<file path="src/rtl/core/drp_pkg.sv">
// Shared types and constants for the dead-reckoning position tracker.
// Holds the item structs, operation codes, state encoding and the CORDIC angle table.
// Depends on nothing; every other file of the block imports it.
`timescale 1ns / 1ps
`default_nettype none

package drp_pkg;

    typedef enum logic [1:0] {
        OP_START   = 2'd0,
        OP_TURN    = 2'd1,
        OP_ADVANCE = 2'd2
    } t_op;

    typedef enum logic [2:0] {
        ST_IDLE,
        ST_WRAP,
        ST_CORDIC,
        ST_MUL,
        ST_DONE
    } t_state;

    typedef struct packed {
        logic [1:0]         operation;
        logic signed [31:0] magnitude;
        logic signed [31:0] start_x;
        logic signed [31:0] start_y;
    } t_in_item;

    typedef struct packed {
        logic signed [31:0] pos_x;
        logic signed [31:0] pos_y;
        logic [24:0]        heading_deg;
        logic               saturated;
    } t_out_item;

    localparam logic [24:0] FULL_TURN     = 25'd23592960;
    localparam logic [24:0] QUARTER_TURN  = 25'd5898240;
    localparam logic [24:0] HALF_TURN     = 25'd11796480;
    localparam logic [24:0] THREE_QUARTER = 25'd17694720;

    // The heading sum is biased by 128 full turns so that it is never negative,
    // then reduced by trial subtraction of the full turn scaled from 256 down to 1.
    localparam logic [33:0] WRAP_OFFSET   = 34'd3019898880;
    localparam logic [33:0] WRAP_DIV_INIT = 34'd6039797760;
    localparam int          WRAP_STEPS    = 9;

    localparam logic signed [31:0] CORDIC_START = 32'sd652032874;

    localparam int MUL_DIGIT  = 4;
    localparam int MUL_DIGITS = 8;

    localparam logic signed [31:0] POS_MAX = 32'sh7FFF_FFFF;
    localparam logic signed [31:0] POS_MIN = 32'sh8000_0000;

    function automatic logic [31:0] atan_q24(input logic [4:0] idx);
        logic [31:0] v;
        case (idx)
            5'd0:  v = 32'd754974720;
            5'd1:  v = 32'd445687602;
            5'd2:  v = 32'd235489088;
            5'd3:  v = 32'd119537938;
            5'd4:  v = 32'd60000934;
            5'd5:  v = 32'd30029717;
            5'd6:  v = 32'd15018523;
            5'd7:  v = 32'd7509720;
            5'd8:  v = 32'd3754917;
            5'd9:  v = 32'd1877466;
            5'd10: v = 32'd938734;
            5'd11: v = 32'd469367;
            5'd12: v = 32'd234684;
            5'd13: v = 32'd117342;
            5'd14: v = 32'd58671;
            5'd15: v = 32'd29335;
            5'd16: v = 32'd14668;
            5'd17: v = 32'd7334;
            5'd18: v = 32'd3667;
            5'd19: v = 32'd1833;
            5'd20: v = 32'd917;
            5'd21: v = 32'd458;
            5'd22: v = 32'd229;
            5'd23: v = 32'd115;
            5'd24: v = 32'd57;
            5'd25: v = 32'd29;
            5'd26: v = 32'd14;
            5'd27: v = 32'd7;
            5'd28: v = 32'd4;
            5'd29: v = 32'd2;
            5'd30: v = 32'd1;
            default: v = 32'd0;
        endcase
        return v;
    endfunction

endpackage

`default_nettype wire

</file>
<file path="src/rtl/core/drp_wrap.sv">
// Serial heading reduction: adds a turn to the heading and reduces it modulo 360 degrees.
// One trial subtraction per cycle against a shift register holding the scaled full turn.
// Depends on drp_pkg.
`timescale 1ns / 1ps
`default_nettype none

module drp_wrap (
    input  wire logic               i_clk,
    input  wire logic               i_rst_n,
    input  wire logic               i_start,
    input  wire logic [24:0]        i_heading,
    input  wire logic signed [31:0] i_magnitude,
    output logic                    o_done,
    output logic [24:0]             o_heading
);
    import drp_pkg::*;

    localparam int CNT_W = $clog2(WRAP_STEPS);

    logic             r_busy;
    logic             r_done;
    logic [CNT_W-1:0] r_cnt;
    logic [33:0]      r_rem;
    logic [33:0]      r_div;
    logic [33:0]      w_sum;

    assign w_sum = {9'd0, i_heading} + 34'(i_magnitude) + WRAP_OFFSET;

    always_ff @(posedge i_clk) begin
        if (!i_rst_n) begin
            r_busy <= 1'b0;
            r_done <= 1'b0;
            r_cnt  <= '0;
        end else begin
            r_done <= !i_start && r_busy && (r_cnt == CNT_W'(WRAP_STEPS - 1));
            if (i_start) begin
                r_busy <= 1'b1;
                r_cnt  <= '0;
            end else if (r_busy) begin
                r_cnt <= r_cnt + 1'b1;
                if (r_cnt == CNT_W'(WRAP_STEPS - 1)) begin
                    r_busy <= 1'b0;
                end
            end
        end
    end

    always_ff @(posedge i_clk) begin
        if (i_start) begin
            r_rem <= w_sum;
            r_div <= WRAP_DIV_INIT;
        end else if (r_busy) begin
            if (r_rem >= r_div) begin
                r_rem <= r_rem - r_div;
            end
            r_div <= r_div >> 1;
        end
    end

    assign o_done    = r_done;
    assign o_heading = r_rem[24:0];

endmodule

`default_nettype wire

</file>
<file path="src/rtl/core/drp_cordic.sv">
// Iterative rotation-mode CORDIC giving cosine and sine of a heading in Q2.30.
// The heading is split into a quadrant and a residual angle below 90 degrees.
// Depends on drp_pkg for the angle table and the start vector.
`timescale 1ns / 1ps
`default_nettype none

module drp_cordic #(
    parameter int ITERATIONS = 24
) (
    input  wire logic               i_clk,
    input  wire logic               i_rst_n,
    input  wire logic               i_start,
    input  wire logic [24:0]        i_heading,
    output logic                    o_done,
    output logic signed [31:0]      o_cos,
    output logic signed [31:0]      o_sin
);
    import drp_pkg::*;

    localparam int CNT_W = $clog2(ITERATIONS);

    logic               r_busy;
    logic               r_done;
    logic [CNT_W-1:0]   r_i;
    logic [1:0]         r_q;
    logic signed [31:0] r_x;
    logic signed [31:0] r_y;
    logic signed [32:0] r_z;

    logic [1:0]         w_q;
    logic [24:0]        w_base;
    logic [24:0]        w_resid;
    logic [4:0]         w_idx;
    logic signed [32:0] w_angle;
    logic signed [31:0] w_dx;
    logic signed [31:0] w_dy;

    always_comb begin
        if (i_heading >= THREE_QUARTER) begin
            w_q    = 2'd3;
            w_base = THREE_QUARTER;
        end else if (i_heading >= HALF_TURN) begin
            w_q    = 2'd2;
            w_base = HALF_TURN;
        end else if (i_heading >= QUARTER_TURN) begin
            w_q    = 2'd1;
            w_base = QUARTER_TURN;
        end else begin
            w_q    = 2'd0;
            w_base = 25'd0;
        end
        w_resid = i_heading - w_base;
    end

    assign w_idx   = 5'(r_i);
    assign w_angle = $signed({1'b0, atan_q24(w_idx)});
    assign w_dx    = r_y >>> r_i;
    assign w_dy    = r_x >>> r_i;

    always_ff @(posedge i_clk) begin
        if (!i_rst_n) begin
            r_busy <= 1'b0;
            r_done <= 1'b0;
            r_i    <= '0;
        end else begin
            r_done <= !i_start && r_busy && (r_i == CNT_W'(ITERATIONS - 1));
            if (i_start) begin
                r_busy <= 1'b1;
                r_i    <= '0;
            end else if (r_busy) begin
                r_i <= r_i + 1'b1;
                if (r_i == CNT_W'(ITERATIONS - 1)) begin
                    r_busy <= 1'b0;
                end
            end
        end
    end

    always_ff @(posedge i_clk) begin
        if (i_start) begin
            r_q <= w_q;
            r_x <= CORDIC_START;
            r_y <= '0;
            r_z <= $signed({w_resid, 8'd0});
        end else if (r_busy) begin
            if (r_z >= 0) begin
                r_x <= r_x - w_dx;
                r_y <= r_y + w_dy;
                r_z <= r_z - w_angle;
            end else begin
                r_x <= r_x + w_dx;
                r_y <= r_y - w_dy;
                r_z <= r_z + w_angle;
            end
        end
    end

    always_comb begin
        case (r_q)
            2'd0: begin
                o_cos = r_x;
                o_sin = r_y;
            end
            2'd1: begin
                o_cos = -r_y;
                o_sin = r_x;
            end
            2'd2: begin
                o_cos = -r_x;
                o_sin = -r_y;
            end
            default: begin
                o_cos = r_y;
                o_sin = -r_x;
            end
        endcase
    end

    assign o_done = r_done;

endmodule

`default_nettype wire

</file>
<file path="src/rtl/core/drp_smul.sv">
// Digit-serial signed multiplier, four bits of the multiplier per cycle.
// Produces the product of a Q16.16 distance and a Q2.30 trig value rounded to Q18.16.
// Depends on drp_pkg for the digit size.
`timescale 1ns / 1ps
`default_nettype none

module drp_smul (
    input  wire logic               i_clk,
    input  wire logic               i_rst_n,
    input  wire logic               i_start,
    input  wire logic signed [31:0] i_mult,
    input  wire logic signed [31:0] i_mcand,
    output logic                    o_done,
    output logic signed [33:0]      o_delta
);
    import drp_pkg::*;

    localparam int CNT_W = $clog2(MUL_DIGITS);

    logic               r_busy;
    logic               r_done;
    logic [CNT_W-1:0]   r_cnt;
    logic signed [36:0] r_acc;
    logic [31:0]        r_lo;
    logic signed [31:0] r_mcand;

    logic                      w_last;
    logic signed [MUL_DIGIT:0] w_dig;
    logic signed [36:0]        w_pp;
    logic signed [36:0]        w_sum;

    assign w_last = (r_cnt == CNT_W'(MUL_DIGITS - 1));

    // The top digit of the multiplier carries its sign.
    assign w_dig = w_last ? $signed({r_lo[MUL_DIGIT-1], r_lo[MUL_DIGIT-1:0]})
                          : $signed({1'b0, r_lo[MUL_DIGIT-1:0]});
    assign w_pp  = 37'(w_dig) * 37'(r_mcand);
    assign w_sum = r_acc + w_pp;

    always_ff @(posedge i_clk) begin
        if (!i_rst_n) begin
            r_busy <= 1'b0;
            r_done <= 1'b0;
            r_cnt  <= '0;
        end else begin
            r_done <= !i_start && r_busy && w_last;
            if (i_start) begin
                r_busy <= 1'b1;
                r_cnt  <= '0;
            end else if (r_busy) begin
                r_cnt <= r_cnt + 1'b1;
                if (w_last) begin
                    r_busy <= 1'b0;
                end
            end
        end
    end

    always_ff @(posedge i_clk) begin
        if (i_start) begin
            r_acc   <= '0;
            r_lo    <= i_mult;
            r_mcand <= i_mcand;
        end else if (r_busy) begin
            r_acc <= w_sum >>> MUL_DIGIT;
            r_lo  <= {w_sum[MUL_DIGIT-1:0], r_lo[31:MUL_DIGIT]};
        end
    end

    // Rounding to Q18.16 adds half an output unit, so ties go towards plus infinity.
    assign o_delta = $signed({r_acc[31:0], r_lo[31:30]}) + $signed({33'd0, r_lo[29]});
    assign o_done  = r_done;

endmodule

`default_nettype wire

</file>
<file path="src/rtl/core/dead_reckoning_position_tracker.sv">
// Dead-reckoning position tracker: Q16.16 position and Q9.16 heading, one result per item.
// Instantiates drp_wrap, drp_cordic and two drp_smul lanes; depends on drp_pkg.
//
// The block takes one item at a time and returns one result item for each. A start item or
// an unused operation code goes straight to its result, a turn waits for the nine-step
// serial modulo reduction, and an advance waits for the CORDIC iterations followed by the
// eight-digit serial multipliers. A finished result sits in an output register, so the
// next item is taken while it waits; a stalled output delays only the completion of that
// next item. Saturation is flagged only on an advance that clipped x or y.
`timescale 1ns / 1ps
`default_nettype none

module dead_reckoning_position_tracker #(
    parameter int ANGLE_ITERATIONS = 24
) (
    input  wire logic                i_clk,
    input  wire logic                i_rst_n,
    input  wire logic                i_in_valid,
    input  wire drp_pkg::t_in_item   i_in_item,
    output logic                     o_in_stall,
    output logic                     o_out_valid,
    output drp_pkg::t_out_item       o_out_item,
    input  wire logic                i_out_stall
);
    import drp_pkg::*;

    t_state             r_state;
    t_state             n_state;
    logic signed [31:0] r_x;
    logic signed [31:0] r_y;
    logic [24:0]        r_heading;
    logic               r_clip;
    logic signed [31:0] r_mag;
    logic               r_out_valid;
    t_out_item          r_out;

    logic               w_in_acc;
    logic               w_out_free;
    logic               w_wrap_start;
    logic               w_wrap_done;
    logic [24:0]        w_wrap_heading;
    logic               w_cordic_start;
    logic               w_cordic_done;
    logic signed [31:0] w_cos;
    logic signed [31:0] w_sin;
    logic               w_mul_done_x;
    logic               w_mul_done_y;
    logic signed [33:0] w_dx;
    logic signed [33:0] w_dy;
    logic signed [34:0] w_sum_x;
    logic signed [34:0] w_sum_y;

    function automatic logic is_clip(input logic signed [34:0] v);
        return (v > 35'(POS_MAX)) || (v < 35'(POS_MIN));
    endfunction

    function automatic logic signed [31:0] clamp(input logic signed [34:0] v);
        logic signed [31:0] r;
        if (v > 35'(POS_MAX)) begin
            r = POS_MAX;
        end else if (v < 35'(POS_MIN)) begin
            r = POS_MIN;
        end else begin
            r = v[31:0];
        end
        return r;
    endfunction

    assign o_in_stall     = (r_state != ST_IDLE);
    assign w_in_acc       = i_in_valid && (r_state == ST_IDLE);
    assign w_out_free     = !r_out_valid || !i_out_stall;
    assign w_wrap_start   = w_in_acc && (i_in_item.operation == OP_TURN);
    assign w_cordic_start = w_in_acc && (i_in_item.operation == OP_ADVANCE);

    drp_wrap u_wrap (
        .i_clk       (i_clk),
        .i_rst_n     (i_rst_n),
        .i_start     (w_wrap_start),
        .i_heading   (r_heading),
        .i_magnitude (i_in_item.magnitude),
        .o_done      (w_wrap_done),
        .o_heading   (w_wrap_heading)
    );

    drp_cordic #(
        .ITERATIONS (ANGLE_ITERATIONS)
    ) u_cordic (
        .i_clk     (i_clk),
        .i_rst_n   (i_rst_n),
        .i_start   (w_cordic_start),
        .i_heading (r_heading),
        .o_done    (w_cordic_done),
        .o_cos     (w_cos),
        .o_sin     (w_sin)
    );

    drp_smul u_mul_x (
        .i_clk   (i_clk),
        .i_rst_n (i_rst_n),
        .i_start (w_cordic_done),
        .i_mult  (r_mag),
        .i_mcand (w_cos),
        .o_done  (w_mul_done_x),
        .o_delta (w_dx)
    );

    drp_smul u_mul_y (
        .i_clk   (i_clk),
        .i_rst_n (i_rst_n),
        .i_start (w_cordic_done),
        .i_mult  (r_mag),
        .i_mcand (w_sin),
        .o_done  (w_mul_done_y),
        .o_delta (w_dy)
    );

    assign w_sum_x = 35'(r_x) + 35'(w_dx);
    assign w_sum_y = 35'(r_y) + 35'(w_dy);

    always_comb begin
        n_state = r_state;
        case (r_state)
            ST_IDLE: begin
                if (w_in_acc) begin
                    case (i_in_item.operation)
                        OP_START:   n_state = ST_DONE;
                        OP_TURN:    n_state = ST_WRAP;
                        OP_ADVANCE: n_state = ST_CORDIC;
                        default:    n_state = ST_DONE;
                    endcase
                end
            end
            ST_WRAP: begin
                if (w_wrap_done) begin
                    n_state = ST_DONE;
                end
            end
            ST_CORDIC: begin
                if (w_cordic_done) begin
                    n_state = ST_MUL;
                end
            end
            ST_MUL: begin
                if (w_mul_done_x) begin
                    n_state = ST_DONE;
                end
            end
            ST_DONE: begin
                if (w_out_free) begin
                    n_state = ST_IDLE;
                end
            end
            default: n_state = ST_IDLE;
        endcase
    end

    always_ff @(posedge i_clk) begin
        if (!i_rst_n) begin
            r_state <= ST_IDLE;
        end else begin
            r_state <= n_state;
        end
    end

    always_ff @(posedge i_clk) begin
        if (!i_rst_n) begin
            r_x       <= '0;
            r_y       <= '0;
            r_heading <= '0;
            r_clip    <= 1'b0;
        end else begin
            if (w_in_acc) begin
                r_clip <= 1'b0;
                if (i_in_item.operation == OP_START) begin
                    r_x       <= i_in_item.start_x;
                    r_y       <= i_in_item.start_y;
                    r_heading <= '0;
                end
            end
            if ((r_state == ST_WRAP) && w_wrap_done) begin
                r_heading <= w_wrap_heading;
            end
            if ((r_state == ST_MUL) && w_mul_done_x) begin
                r_x    <= clamp(w_sum_x);
                r_y    <= clamp(w_sum_y);
                r_clip <= is_clip(w_sum_x) || is_clip(w_sum_y);
            end
        end
    end

    always_ff @(posedge i_clk) begin
        if (w_in_acc) begin
            r_mag <= i_in_item.magnitude;
        end
    end

    always_ff @(posedge i_clk) begin
        if (!i_rst_n) begin
            r_out_valid <= 1'b0;
        end else if ((r_state == ST_DONE) && w_out_free) begin
            r_out_valid <= 1'b1;
        end else if (!i_out_stall) begin
            r_out_valid <= 1'b0;
        end
    end

    always_ff @(posedge i_clk) begin
        if ((r_state == ST_DONE) && w_out_free) begin
            r_out.pos_x       <= r_x;
            r_out.pos_y       <= r_y;
            r_out.heading_deg <= r_heading;
            r_out.saturated   <= r_clip;
        end
    end

    assign o_out_valid = r_out_valid;
    assign o_out_item  = r_out;

    a_heading_range: assert property (@(posedge i_clk) disable iff (!i_rst_n)
        r_heading < FULL_TURN)
        else $error("Heading left the range of one full turn.");

    a_wrap_done_state: assert property (@(posedge i_clk) disable iff (!i_rst_n)
        w_wrap_done |-> (r_state == ST_WRAP))
        else $error("Heading reduction finished outside a turn.");

    a_cordic_done_state: assert property (@(posedge i_clk) disable iff (!i_rst_n)
        w_cordic_done |-> (r_state == ST_CORDIC))
        else $error("Rotation finished outside an advance.");

    a_mul_lanes_agree: assert property (@(posedge i_clk) disable iff (!i_rst_n)
        (w_mul_done_x == w_mul_done_y) && (!w_mul_done_x || (r_state == ST_MUL)))
        else $error("Multiplier lanes out of step.");

    a_clip_only_advance: assert property (@(posedge i_clk) disable iff (!i_rst_n)
        (r_state == ST_WRAP) |-> !r_clip)
        else $error("Saturation flag set during a turn.");

    a_result_loaded: assert property (@(posedge i_clk) disable iff (!i_rst_n)
        ((r_state == ST_DONE) && w_out_free) |=> (o_out_valid && (r_state == ST_IDLE)))
        else $error("Finished item was not presented.");

endmodule

`default_nettype wire

</file>
<file path="config.mk">
export PLATFORM = sky130hd
export DESIGN_NAME = dead_reckoning_position_tracker
export DESIGN_NICKNAME = d
export VERILOG_FILES = /design/src/rtl/core/drp_pkg.sv /design/src/rtl/core/drp_wrap.sv /design/src/rtl/core/drp_cordic.sv /design/src/rtl/core/drp_smul.sv /design/src/rtl/core/dead_reckoning_position_tracker.sv
export SDC_FILE = /design/constraint.sdc
export NUM_CORES = 2
export LEC_CHECK = 0
export BUFFER_PORTS_ARGS = -buffer_cell sky130_fd_sc_hd__buf_2
export CORE_ASPECT_RATIO = 1.1
export CORE_MARGIN = 10
export CORE_UTILIZATION = 58
export CTS_CLUSTER_DIAMETER = 150
export DETAILED_ROUTE_END_ITERATION = 7
export PLACE_DENSITY = 0.82
export SLEW_MARGIN = 20
export SYNTH_ARGS = -nofsm -noshare
export SYNTH_HDL_FRONTEND = slang
export SYNTH_SLANG_ARGS = --single-unit
</file>
<file path="constraint.sdc">
create_clock -name i_clk -period 6.4 [get_ports i_clk]
set_clock_uncertainty 0.15 [all_clocks]
set_input_delay 1.28 -clock i_clk [delete_from_list [all_inputs] [get_ports i_clk]]
set_output_delay 1.28 -clock i_clk [all_outputs]
set_load 0.01 [all_outputs]
</file>
==> impl_metrics.ini <==
[setup_path]
critPathTopFamily = simple AND/OR/NAND/NOR gates
path_cells = buf_4 > buf_4 > mux4_2 > mux2_2 > a222oi_1 > nand2_1 > or4_1 > or4_4 > nand2b_1 > or2_1 > o41a_1 > xor2_1 > ha_1 > and3_1 > a221o_1 > a31oi_1 > o21bai_1 > xnor2_1 > a211o_1 > nand2_1
worstPathRequired_ps = 6860
worst_setup_path_start_kind = flop
crit_path_top_delay_cell = or4_4
cp.buffers_inverters = 2
max_stage_delay_ps = 610
endpoint_kind = flop
crit_type = reg2reg
crit_arrival_ps = 6700
path_max_fanout = 6

[status]
status = completed

[timing]
slew_violations = 0
hold_violations = 0
holdWs_ps = 328
maxSlewHeadroom = 0.297
setup_viol = 0
fin_crit_ps = 6240
tightest_slew_ps = 1060
max_freq_mhz = 160
fin_crit_sh = 0.975
tns_ps = 0

[drt]
ant_nets = 0
wl_per_cell_um = 21.4
drtPass1Iterations = 7
drtIter0Drc = 4852
totalWireLength_um = 172000
viasPerCell = 6.23
route.detailed.drc = 0
vias = 49921

[synthesis]
ys_types = 95
synth_area_um2 = 56600
async_reset_ff_frac = 0
synth_common_cells = 856 x nand2_1, 434 x nor2_1, 406 x inv_1
synth_enable_flop_cells = 311
synth.most_common_cell = nand2_1
synthCells = 6450
synth_top_area_share = 0.165
synthFlopType = dfxtp_1
synth_fa_ha_area_frac = 0.184
yosysTopAreaCell = edfxtp_1
synth.area.top_cells = edfxtp_1 16%, dfxtp_1 11%, fa_1 9.5%
synth_top_family_by_area = adder cells
ys_ff_latch = 628
synthMuxAreaShare = 0.0637
synth_xor_area_frac = 0.0781
yosys.area_share.simple = 0.178
syn-num-nets = 7224
seq_area_frac_synth = 0.277
avgSynthCellArea_um2 = 8.78
yosys_warnings = 0
synth_compound_area_frac = 0.168

[floorplanning]
ios = 194
coreArea_um2 = 97100
die_w_um = 318
die_h_um = 348
rows = 120
start_util = 0.583
die-area_um2 = 111000

[final_layout]
nFillCells = 7820
finalInstanceArea_um2 = 63000
syn2layout_area_growth_pct = 11.3
drive_gt1_frac = 0.129
fin_cells = 8019
utilization = 0.648
layout.nets = 7453

[global_route]
grt_use_met3 = 0.0575
grt_pass1_wl_um = 269000
gr-usage-met2 = 0.494
gr-total-overflow = 0
antenna_found_initial = 5
grt_pass1_vias = 48692
grt_usage = 0.300
globalRouteMet1Util = 0.375
grt_max_degree = 126
grt_most_used_layer = met2

[placed_design]
portBuffers = 193
hpwlAfterDp_um = 132000
post_dp_cell_area_um2 = 60100
placedCellCount = 7867
routabilityCongestion = 1.04

[power_and_ir_drop]
powerDensity_nw_per_um2 = 383
leakage_nw = 27.2
peakVddDrop_mv = 0.300

[clocking]
cts_tree = built
clock_latency_ps = 660
clkSinkCount = 628
clkTransAtPathRegs_ps = 60
htree_levels = 3
clockBufferDepth = 3
numCtsBuffers = 71
clockRootBuffer = clkbuf_16

[flow_run]
drv_cap = 0

[worst_hold_path]
hold_class = reg2reg
## cells by family (layout without fill, tap and decap cells)
kind of cell,after synthesis,after routing
AND/OR/NAND/NOR,2154,2154
flip-flops,628,628
AO/OA/AOI/OAI,1483,1483
XOR/XNOR,505,505
buffers and inverters,746,1033
other,0,1
multiplexers,262,262
adder cells (fa/ha/maj),672,672
## where the power goes
part           switching (mW)  internal [mW]  total, mW  leakage (nW)
combinational            7.70           6.06       13.8          20.5
clock                    1.88           2.56       4.43          1.22
sequential              0.914           5.00       5.92          5.48
## worst paths after layout
kind	cells past startpoint	start	endpoint	slack, ps
worst max-delay path	20	u_cordic.r_i[1]$_SDFFE_PP0P_	u_cordic.r_y[31]$_SDFFE_PP0P_	160
worst min-delay path	0	r_y[26]$_SDFFE_PN0P_	o_out_item[52]$_DFFE_PP_	330
worst max register to register	20	u_cordic.r_i[1]$_SDFFE_PP0P_	u_cordic.r_y[31]$_SDFFE_PP0P_	160
worst min register to register	0	r_y[26]$_SDFFE_PN0P_	o_out_item[52]$_DFFE_PP_	330
## through the flow
step	total power, mW	setup slack (ps)
5_1_grt	25.7	-19.5
6_report	24.1	159
3_5_place_dp	19.2	57.0
4_1_cts	23.7	48.2
3_3_place_gp	18.9	39.2
2_1_floorplan	15.2	31.0
## worst register-to-register path: stages, from the launching register on
cell and delay, ps:
dfxtp_4 390, buf_4 190, buf_4 150, mux4_2 530, mux2_2 320, a222oi_1 410, nand2_1 210, or4_1 600
or4_4 610, nand2b_1 180, or2_1 270, o41a_1 430, xor2_1 150, ha_1 320, and3_1 230, a221o_1 320
a31oi_1 150, o21bai_1 100, xnor2_1 150, a211o_1 290, nand2_1 50
## flip-flops by register name, indices dropped and copies added, names as in the netlist, 33 cells and up
name           cells
u_cordic.r_z      33
o_out_item        90
u_mul_x.r_acc     33
u_wrap.r_rem      34
u_wrap.r_div      33
u_mul_y.r_acc     33
## layer usage
metal  wire length [um]  part of all wire  vias up
met1              68100              0.40    23908
met2              79000              0.46     2365
met3              15500             0.090      485
met5                 12          0.000070        -
li1                   -                 -    23161
met4               9230             0.054        2
## layout make-up
class,count,area [um2],share of cell area
Multi-Input combinational cell,5076,38200,0.606
Timing Repair Buffer,494,3430,0.0544
Sequential cell,628,15700,0.249
Clock buffer,87,1950,0.0310
Antenna cell,1,2.50,0.0000397
Tap cell,1281,1600,0.0254
Inverter,408,1540,0.0244
Clock inverter,44,586,0.00930
## layout by cell type (no fill, tap or decap), types with 49 or more instances in the layout
master / n
a211oi_1: 56
a21o_1: 164
a21oi_1: 375
a31oi_1: 49
and2_1: 151
buf_2: 192
buf_4: 285
clkbuf_16: 76
dfxtp_1: 309
edfxtp_1: 311
fa_1: 268
ha_1: 403
inv_1: 404
mux2i_1: 144
mux4_2: 66
nand2_1: 855
nand2b_1: 75
nand3_1: 184
nor2_1: 432
nor2b_1: 65
nor3_1: 80
o21ai_0: 368
o31ai_1: 53
or2_2: 82
xnor2_1: 333
xor2_1: 172
## what timing repair did
action,4_1_cts,5_1_grt
endpoints found under the setup margin,0,28
setup buffers,0,19
hold buffers,0,0
resized for setup,0,36
No activity file was read; power rests on OpenSTA's default activity.
